$ cat src/hdl/dma4_pkg.sv
`default_nettype none
// ----------------------------------------------------------------------------
// dma4_pkg
// shared types and constants for the four-channel dma engine
// ----------------------------------------------------------------------------
package dma4_pkg;

    localparam int unsigned NUM_CHANNELS = 4;
    localparam int unsigned CHAN_BYTES   = 12;
    localparam int unsigned FILE_BYTES   = NUM_CHANNELS * CHAN_BYTES;

    localparam int unsigned REQ_QUEUE_DEPTH = 4;

    localparam logic [31:0] ADDR_MASK   = 32'h0FFF_FFFF;
    localparam logic [31:0] FIFO_A_ADDR = 32'h0400_00A0;
    localparam logic [31:0] FIFO_B_ADDR = 32'h0400_00A4;
    localparam logic [13:0] CNT_MASK    = 14'h3FFF;
    localparam logic [16:0] CNT_FULL    = 17'h0_4000;
    localparam logic [16:0] CNT_FULL_CH3 = 17'h1_0000;

    // byte positions inside one channel block
    localparam logic [3:0] BYTE_CNT_LO  = 4'd8;
    localparam logic [3:0] BYTE_CNT_HI  = 4'd9;
    localparam logic [3:0] BYTE_CTRL_LO = 4'd10;
    localparam logic [3:0] BYTE_CTRL_HI = 4'd11;

    localparam logic CMD_REG_WRITE = 1'b0;
    localparam logic CMD_READ_DATA = 1'b1;

    localparam logic [1:0] KIND_READ   = 2'd0;
    localparam logic [1:0] KIND_WRITE  = 2'd1;
    localparam logic [1:0] KIND_FIFO_A = 2'd2;
    localparam logic [1:0] KIND_FIFO_B = 2'd3;

    localparam logic [1:0] STEP_INC0  = 2'd0;
    localparam logic [1:0] STEP_DEC   = 2'd1;
    localparam logic [1:0] STEP_FIXED = 2'd2;
    localparam logic [1:0] STEP_INC3  = 2'd3;

    typedef struct packed {
        logic        cmd;
        logic [5:0]  reg_offset;
        logic [7:0]  wr_byte;
        logic [31:0] read_data;
    } cmd_item_t;

    typedef struct packed {
        logic [1:0]  kind;
        logic [31:0] mem_address;
        logic        is_word;
        logic [31:0] write_data;
        logic        last;
    } req_item_t;

    typedef logic [CHAN_BYTES-1:0][7:0] chan_bytes_t;

    typedef logic [$clog2(REQ_QUEUE_DEPTH)-1:0] qptr_t;
    typedef logic [$clog2(REQ_QUEUE_DEPTH):0]   qcount_t;

endpackage : dma4_pkg
`default_nettype wire

$ cat src/hdl/four_channel_dma_engine.sv
`default_nettype none
// ----------------------------------------------------------------------------
// four_channel_dma_engine
// register-file driven dma engine with four channels, one run at a time
// ----------------------------------------------------------------------------
// cmd channel: a transaction is either a processor byte write into the 48-byte
// register file (source, destination, count, control per channel) or the read
// data returned by memory for the pending read request.
// req channel: read requests, write requests and sound fifo feeds.
// a byte write that starts a run gives one read request; each read data
// transaction gives a write request and, while transfers remain, the next
// read request. a destination at a sound fifo port gives one feed instead.
// every transaction is handled in the cycle it is accepted; its requests
// enter a four-entry registered output queue and leave one per cycle while
// req_stall is low, so none is visible before the cycle after acceptance. a
// transaction that makes one request can be taken every cycle while req_stall
// is low; two requests per transaction cannot keep that rate, a limit set by
// the single output port of the queue. cmd_stall rises when fewer than two
// queue entries are free, so a stalled receiver backs up into the cmd channel
// without loss. reset clears the register file, the run state and the queue.
// ----------------------------------------------------------------------------
module four_channel_dma_engine
    import dma4_pkg::*;
(
    input  wire logic      clk,
    input  wire logic      rst_n,
    input  wire logic      cmd_valid,
    output logic           cmd_stall,
    input  wire cmd_item_t cmd_data,
    output logic           req_valid,
    input  wire logic      req_stall,
    output req_item_t      req_data
);

    chan_bytes_t regs_reg  [NUM_CHANNELS];
    chan_bytes_t regs_next [NUM_CHANNELS];
    logic        busy_reg,    busy_next;
    logic [1:0]  active_reg,  active_next;
    logic [31:0] src_reg,     src_next;
    logic [31:0] dst_reg,     dst_next;
    logic [16:0] remain_reg,  remain_next;
    logic        word_reg,    word_next;
    logic [1:0]  sstep_reg,   sstep_next;
    logic [1:0]  dstep_reg,   dstep_next;

    req_item_t   queue_reg [REQ_QUEUE_DEPTH];
    qptr_t       head_reg,  head_next;
    qptr_t       tail_reg,  tail_next;
    qcount_t     count_reg, count_next;

    logic        accept;
    logic        pop;
    logic        push0;
    logic        push1;
    req_item_t   res0;
    req_item_t   res1;

    logic [1:0]  in_ch;
    logic [5:0]  ch_base;
    logic [5:0]  byte_off;
    logic [3:0]  byte_idx;
    logic        in_range;
    chan_bytes_t sel;
    logic [31:0] src_m;
    logic [31:0] dst_m;
    logic [15:0] cnt_raw;
    logic [16:0] cnt_run;
    logic        fin;
    logic [31:0] src_adv;
    logic [31:0] dst_adv;

    function automatic logic [31:0] advance(input logic [31:0] addr,
                                            input logic [1:0]  code,
                                            input logic        word);
        logic [31:0] delta;
        delta = word ? 32'd4 : 32'd2;
        case (code)
            STEP_DEC:   advance = addr - delta;
            STEP_FIXED: advance = addr;
            default:    advance = addr + delta;
        endcase
    endfunction

    assign accept    = cmd_valid && !cmd_stall;
    assign pop       = req_valid && !req_stall;
    assign cmd_stall = (count_reg > qcount_t'(REQ_QUEUE_DEPTH - 2));
    assign req_valid = (count_reg != '0);
    assign req_data  = queue_reg[head_reg];

    // offset decode
    always_comb
    begin
        if (cmd_data.reg_offset < 6'd12)
        begin
            in_ch   = 2'd0;
            ch_base = 6'd0;
        end
        else if (cmd_data.reg_offset < 6'd24)
        begin
            in_ch   = 2'd1;
            ch_base = 6'd12;
        end
        else if (cmd_data.reg_offset < 6'd36)
        begin
            in_ch   = 2'd2;
            ch_base = 6'd24;
        end
        else
        begin
            in_ch   = 2'd3;
            ch_base = 6'd36;
        end
        byte_off = cmd_data.reg_offset - ch_base;
        byte_idx = byte_off[3:0];
        in_range = (cmd_data.reg_offset < 6'(FILE_BYTES));
    end

    // channel fields for a run start, end test and next addresses of the active run
    always_comb
    begin
        sel     = regs_reg[in_ch];
        src_m   = {sel[3], sel[2], sel[1], sel[0]} & ADDR_MASK;
        dst_m   = {sel[7], sel[6], sel[5], sel[4]} & ADDR_MASK;
        cnt_raw = {sel[BYTE_CNT_HI], sel[BYTE_CNT_LO]};
        if (in_ch == 2'd3)
        begin
            cnt_run = (cnt_raw == 16'd0) ? CNT_FULL_CH3 : {1'b0, cnt_raw};
        end
        else
        begin
            cnt_run = ((cnt_raw[13:0] & CNT_MASK) == 14'd0) ? CNT_FULL
                                                            : {3'b000, cnt_raw[13:0]};
        end
        fin     = (remain_reg <= 17'd1);
        src_adv = advance(src_reg, sstep_reg, word_reg);
        dst_adv = advance(dst_reg, dstep_reg, word_reg);
    end

    always_comb
    begin
        for (int i = 0; i < NUM_CHANNELS; i++)
        begin
            regs_next[i] = regs_reg[i];
        end
        busy_next   = busy_reg;
        active_next = active_reg;
        src_next    = src_reg;
        dst_next    = dst_reg;
        remain_next = remain_reg;
        word_next   = word_reg;
        sstep_next  = sstep_reg;
        dstep_next  = dstep_reg;
        push0       = 1'b0;
        push1       = 1'b0;
        res0        = '0;
        res1        = '0;

        if (accept)
        begin
            if (cmd_data.cmd == CMD_REG_WRITE)
            begin
                if (in_range)
                begin
                    if (byte_idx != BYTE_CTRL_HI || !cmd_data.wr_byte[7])
                    begin
                        regs_next[in_ch][byte_idx] = cmd_data.wr_byte;
                    end
                    else if (busy_reg)
                    begin
                        regs_next[in_ch][byte_idx] = {1'b0, cmd_data.wr_byte[6:0]};
                    end
                    else if (dst_m == FIFO_A_ADDR || dst_m == FIFO_B_ADDR)
                    begin
                        regs_next[in_ch][byte_idx] = {1'b0, cmd_data.wr_byte[6:0]};
                        push0            = 1'b1;
                        res0.kind        = (dst_m == FIFO_A_ADDR) ? KIND_FIFO_A
                                                                  : KIND_FIFO_B;
                        res0.mem_address = src_m;
                        res0.last        = 1'b1;
                    end
                    else
                    begin
                        regs_next[in_ch][byte_idx] = cmd_data.wr_byte;
                        busy_next   = 1'b1;
                        active_next = in_ch;
                        src_next    = src_m;
                        dst_next    = dst_m;
                        remain_next = cnt_run;
                        word_next   = cmd_data.wr_byte[2];
                        sstep_next  = {cmd_data.wr_byte[0], sel[BYTE_CTRL_LO][7]};
                        dstep_next  = sel[BYTE_CTRL_LO][6:5];
                        push0            = 1'b1;
                        res0.kind        = KIND_READ;
                        res0.mem_address = src_m;
                        res0.is_word     = cmd_data.wr_byte[2];
                    end
                end
            end
            else if (busy_reg)
            begin
                push0            = 1'b1;
                res0.kind        = KIND_WRITE;
                res0.mem_address = dst_reg;
                res0.is_word     = word_reg;
                res0.write_data  = word_reg ? cmd_data.read_data
                                            : {16'h0000, cmd_data.read_data[15:0]};
                res0.last        = fin;
                src_next         = src_adv;
                dst_next         = dst_adv;
                if (fin)
                begin
                    remain_next = '0;
                    busy_next   = 1'b0;
                    regs_next[active_reg][BYTE_CTRL_HI][7] = 1'b0;
                end
                else
                begin
                    remain_next      = remain_reg - 17'd1;
                    push1            = 1'b1;
                    res1.kind        = KIND_READ;
                    res1.mem_address = src_adv;
                    res1.is_word     = word_reg;
                end
            end
        end
    end

    // output queue pointers and fill count
    always_comb
    begin
        head_next  = pop ? head_reg + qptr_t'(1) : head_reg;
        tail_next  = tail_reg + qptr_t'(push0) + qptr_t'(push1);
        count_next = count_reg + qcount_t'(push0) + qcount_t'(push1) - qcount_t'(pop);
    end

    always_ff @(posedge clk or negedge rst_n)
    begin
        if (!rst_n)
        begin
            for (int i = 0; i < NUM_CHANNELS; i++)
            begin
                regs_reg[i] <= '0;
            end
            busy_reg   <= 1'b0;
            active_reg <= '0;
            src_reg    <= '0;
            dst_reg    <= '0;
            remain_reg <= '0;
            word_reg   <= 1'b0;
            sstep_reg  <= '0;
            dstep_reg  <= '0;
            head_reg   <= '0;
            tail_reg   <= '0;
            count_reg  <= '0;
        end
        else
        begin
            for (int i = 0; i < NUM_CHANNELS; i++)
            begin
                regs_reg[i] <= regs_next[i];
            end
            busy_reg   <= busy_next;
            active_reg <= active_next;
            src_reg    <= src_next;
            dst_reg    <= dst_next;
            remain_reg <= remain_next;
            word_reg   <= word_next;
            sstep_reg  <= sstep_next;
            dstep_reg  <= dstep_next;
            head_reg   <= head_next;
            tail_reg   <= tail_next;
            count_reg  <= count_next;
        end
    end

    // queue entries
    always_ff @(posedge clk)
    begin
        if (push0)
        begin
            queue_reg[tail_reg] <= res0;
        end
        if (push1)
        begin
            queue_reg[tail_reg + qptr_t'(1)] <= res1;
        end
    end

endmodule : four_channel_dma_engine
`default_nettype wire

$ cat config.mk
export PLATFORM = sky130hd
export DESIGN_NAME = four_channel_dma_engine
export DESIGN_NICKNAME = d
export VERILOG_FILES = /design/src/hdl/dma4_pkg.sv /design/src/hdl/four_channel_dma_engine.sv
export SDC_FILE = /design/constraint.sdc
export NUM_CORES = 1
export LEC_CHECK = 0
export ABC_CLOCK_PERIOD_IN_PS = 5900
export BUFFER_PORTS_ARGS = -buffer_cell sky130_fd_sc_hd__buf_2
export CELL_PAD_IN_SITES_DETAIL_PLACEMENT = 0
export CELL_PAD_IN_SITES_GLOBAL_PLACEMENT = 1
export CORE_ASPECT_RATIO = 0.6
export CORE_MARGIN = 3
export CORE_UTILIZATION = 50
export CTS_CLUSTER_SIZE = 16
export DETAILED_ROUTE_END_ITERATION = 7
export GPL_TIMING_DRIVEN = 0
export PLACE_DENSITY_LB_ADDON = 0.1
export SYNTH_ARGS = -nofsm -noshare
export SYNTH_HDL_FRONTEND = slang
export SYNTH_SLANG_ARGS = --single-unit
$ cat constraint.sdc
create_clock -name clk -period 5.9 [get_ports clk]
set_clock_uncertainty 0.1 [all_clocks]
set_input_delay 0.59 -clock clk [delete_from_list [all_inputs] [get_ports clk]]
set_output_delay 0.59 -clock clk [all_outputs]
set_load 0.005 [all_outputs]
== Word-level counts from Yosys, hierarchy flattened ==
Memory sizes are Yosys's and may differ from the RTL's.
Cells that the tools add are included.

* Bitwise operators: 8
* Mux-type cells: 88
* Order comparisons: 12
* Reduce and logical (&&, ||, !) cells: 19
* Eq/ne operators: 14
* $add $sub $neg: 13

{| class="wikitable"
|+ Operators by type and width
! operator !! count
|-
| $mux 384 || 7
|-
| $bwmux 384 || 2
|-
| $mux 32 || 14
|-
| $and 384x384->384 || 1
|-
| $demux 96 s2 || 2
|-
| $not 384->384 || 1
|-
| $bmux 96 s2 || 1
|-
| $mux 96 || 2
|-
| $mux 88 || 2
|-
| $mux 17 || 9
|-
| $mux 35 || 4
|-
| $mux 33 || 4
|-
| $pmux 32 s2 || 2
|-
| $mux 68 || 1
|-
| $mux 67 || 1
|-
| $eq 28x27->1 const B || 2
|-
| $mux 34 || 1
|-
| $add 32x3->32 || 1
|-
| $add 32x32->32 || 1
|-
| $demux 8 s4 || 1
|-
| $sub 32x3->32 || 1
|-
| $sub 32x32->32 || 1
|-
| $mux 1 || 27
|-
| $le 17x1->1 const B || 1
|-
| other kinds (37) || 65
|}

* Output and inout port bits: 70
* Memories: 1
* Bits in registers: 480
* Memory bits (writable): 272

{| class="wikitable"
|+ Memories
! name !! words !! bits a word !! rd ports !! clocked after memory_dff !! write ports !! RTL line !! RTL
|-
| queue_reg || 4 || 68 || 1 || 0 || 2 || four_channel_dma_engine.sv:46 || <nowiki>req_item_t queue_reg [REQ_QUEUE_DEPTH];</nowiki>
|}

== Longest topological paths before layout ==
* Depth in word-level cells: 17
* Mapped depth: 19

== Worst setup path before layout ==
Ideal clock, no wire load.

* Kind: in2reg
* Start point: input cmd_data[45] (netlist bit)
* End point: memory queue_reg[3][33] (netlist bit) (enable)
* Slack: 609 ps
* Required time: 5409 ps
* Stages: 16
* Buffers on the path: 6
* Arrival time: 4801 ps
* Path through: buf_4 > buf_2 > clkbuf_1 > clkbuf_1 > o21a_1 > nor2_1 > clkbuf_1 > inv_1 > ha_1 > inv_1 > nor4_2 > nand2_1 > nand2_1 > nand3_1 > clkbuf_1 > nand2_1

{| class="wikitable"
|+ RTL lines
! item !! RTL line !! RTL
|-
| from (decl) || four_channel_dma_engine.sv:29 || <nowiki>input wire cmd_item_t cmd_data,</nowiki>
|-
| to (decl) || four_channel_dma_engine.sv:46 ||
|}

==> results by group <==
Power and ir drop
  – P_sw: 4.12 mW
  – Pwr Total: 12.8 mW
  – Sequential share of power: 41.3%
  – Max rail drop VDD: 211 uV
  – Pint: 8.66 mW
  – Switch share: 32.2%
  – Clock power share: 35.3%
  – PwrDens: 340 nW/um2
  – Lkg Pwr: 15.8 nW
  – Combinational share of power: 23.4%

Worst setup path
  – Critical Path AT: 5870 ps
  – Worst EP required: 6110 ps
  – Worst setup EP type: flip-flop
  – Reg2Reg Depth: 12
  – CP max FO: 28
  – Crit start category: input port
  – Worst setup path class: input port to flip-flop

Drt
  – Avg WL per Cell: 29.5 um
  – First-pass iteration count of the detailed router: 6
  – Iter 0 DRT Violations: 4736
  – Via count: 29293
  – DRC: 0
  – Drt via density: 6.78
  – Post-Route WL: 127 mm
  – DRT antenna net count: 0

Logic synthesis
  – Synth unique cells: 85
  – #FFs+latches synth: 666
  – Post-Syn Area: 33300 um2
  – Syn Nets: 3301
  – Seq/Total Area, Yosys: 49.9%
  – Fraction of registers with async set/reset: 59.2%
  – Top-area cell type share of the netlist area: 29.6%
  – Commonest cells post-synth: dfrtp_1, o21ai_0, nand2_1
  – Number of synthesized flops with an enable pin: 132
  – Yosys warns: 0
  – Post-synthesis cell count: 3180
  – Synth Area per Inst: 10.5 um2
  – Leading area contributor after synthesis: dfrtp_1
  – Synth top area cells: dfrtp_1, edfxtp_1, dfxtp_1
  – Most common cell in the netlist: dfrtp_1
  – Top FF cell, synth: dfrtp_1

STA
  – Final setup fails: 0
  – Crit path time final: 5660 ps
  – Worst Tran Pin Value: 1370 ps
  – Setup TNS: 0 ps
  – Worst relative slew slack: 7.70%
  – Max-slew violation count: 0
  – Period utilization: 96.0%
  – RSZ-0062 raised after global routing: no
  – Fmax achieved: 177 MHz
  – Fin. Hold Viols: 0

Global routing
  – GR Overflow Total: 0
  – Vias in the first global route: 27498
  – Initial antenna violation count: 3
  – Global-route wire length before repair: 185 mm
  – GRT Util Overall: 35.9%
  – Pin count of the biggest net entering global routing: 122

CTS
  – Clock tree buffer depth: 3
  – Clock slew at reported path FFs: 60 ps
  – CTS tree: yes
  – Clk_lat worst skew: 640 ps
  – CTS root buffer: clkbuf_16
  – H-tree Lvls: 3
  – CTS sink count: 666
  – CTS Buf Count: 68

Floorplan
  – Core ar.: 65200 um2
  – Die width: 339 um
  – Rows: 72
  – Initial Util: 51.1%
  – Die height: 206 um
  – I/O pin count: 121
  – Die area: 69900 um2

Placed design
  – Final RePlAce weighted congestion: 0.980
  – Port Buffers: 117
  – DP Wirelength: 94.8 mm

Min path
  – Worst Hold Depth: 3
  – Worst min-delay path class: input port to flip-flop

Job
  – Max-Cap Viols: 0

Layout
  – Layout cell share with drive strength beyond 1: 16.8%
  – Nets: 3500
  – Largest register FFs: 300
  – Post-layout util: 57.6%
  – P&R area growth vs syn: 12.8%

Outcome
  – Status: finished, final reports clean
## routing by layer
metal	up-vias	routed length, um	track usage, %
li1	12332	-	-
met1	14860	57400	56.5
met2	1916	50000	47.7
met3	183	17600	11.1
met4	2	2360	7.91
met5	-	13	0
## power groups by stage
stage / Clock [mW] / Combinational, mW / Sequential [mW]
floorplan: 0 / 1.82 / 5.23
global placement: 0 / 2.84 / 5.33
detailed placement: 0 / 2.91 / 5.35
CTS: 4.51 / 2.93 / 5.26
global route: 4.70 / 3.19 / 5.30
finish: 4.51 / 2.99 / 5.28
## per-stage QoR
stage | setup WS [ps] | cells | hold WS, ps | cell area (um2)
detailed placement | -1870 | 4194 | 357 | 35300
CTS | 188 | 4317 | 143 | 37600
global route | 68.6 | 4318 | 155 | 37600
floorplan | 609 | 3180 | 194 | 33300
global placement | -3690 | 4185 | 348 | 35000
finish | 237 | 4319 | 175 | 37600
## cells in the final DEF, fill, tap and decap left out, types with 67 or more instances in the layout
cell       netlist  routed
o21ai_0        366     366
clkbuf_16        0      71
edfxtp_1       132     132
o22ai_1        121     121
nor2_1         141     141
ha_1            67      67
dfxtp_1        140     140
mux2_2         209     209
dfrtp_1        394     394
a21oi_1        130     129
nand2_1        340     334
clkbuf_1       176     186
mux4_2          73      73
nand3_1        169     168
buf_2           11     127
## cell type report
type | instances | area (um2)
fill | 5618 | 27600
sequential | 666 | 16600
multi-input combinational | 2227 | 15700
clock buffer | 99 | 1990
tap | 888 | 1110
buffer | 220 | 873
timing repair buffer | 130 | 813
clock inverter | 22 | 274
inverter | 66 | 251
antenna | 1 | 2.50
## final timing paths
check	startpoint	to	slack, ps
worst min-delay path	cmd_data[19]	queue_reg[1][20]$_SDFFE_PP0N_	170
max in group asynchronous	rst_n	src_reg[21]$_DFFE_PN0P_	3690
min in group asynchronous	rst_n	regs_reg[271]$_DFFE_PN0P_	390
worst min register to register	queue_reg[2][7]$_SDFFE_PP0N_	queue_reg[2][7]$_SDFFE_PP0N_	370
worst max-delay path	cmd_data[45]	queue_reg[0][39]$_DFFE_PP_	240
worst max register to register	count_reg[1]$_DFF_PN0_	queue_reg[0][39]$_DFFE_PP_	280
## timing repair
action / in CTS / in global routing
hold endpoints to repair: 50 / 0
pin swaps: 1 / 1
gates cloned: 0 / 0
setup endpoints to repair: 457 / 83
hold buffers: 1 / 0
resized for setup: 8 / 6
buffers inserted: 1 / 2
## kinds of logic after synthesis
family,Yosys count,synth area share [%]
compound gates,962,18.2
xor+xnor,48,1.26
fa+ha+maj,70,2.69
buf+inv,287,3.35
flops,666,49.9
mux,315,13.1
simple gates,832,11.5
## critical path, stage by stage
cell	delay, ps
buf_4	160
buf_2	240
clkbuf_1	380
clkbuf_2	370
o21a_1	330
nor2_1	400
clkbuf_2	390
inv_1	90
ha_1	230
xnor2_1	210
nor4_4	330
nand2_2	260
nand2_1	310
nand2_1	520
clkbuf_2	450
nand2_2	290
buf_12	260
(Power assumes the default switching activity.)
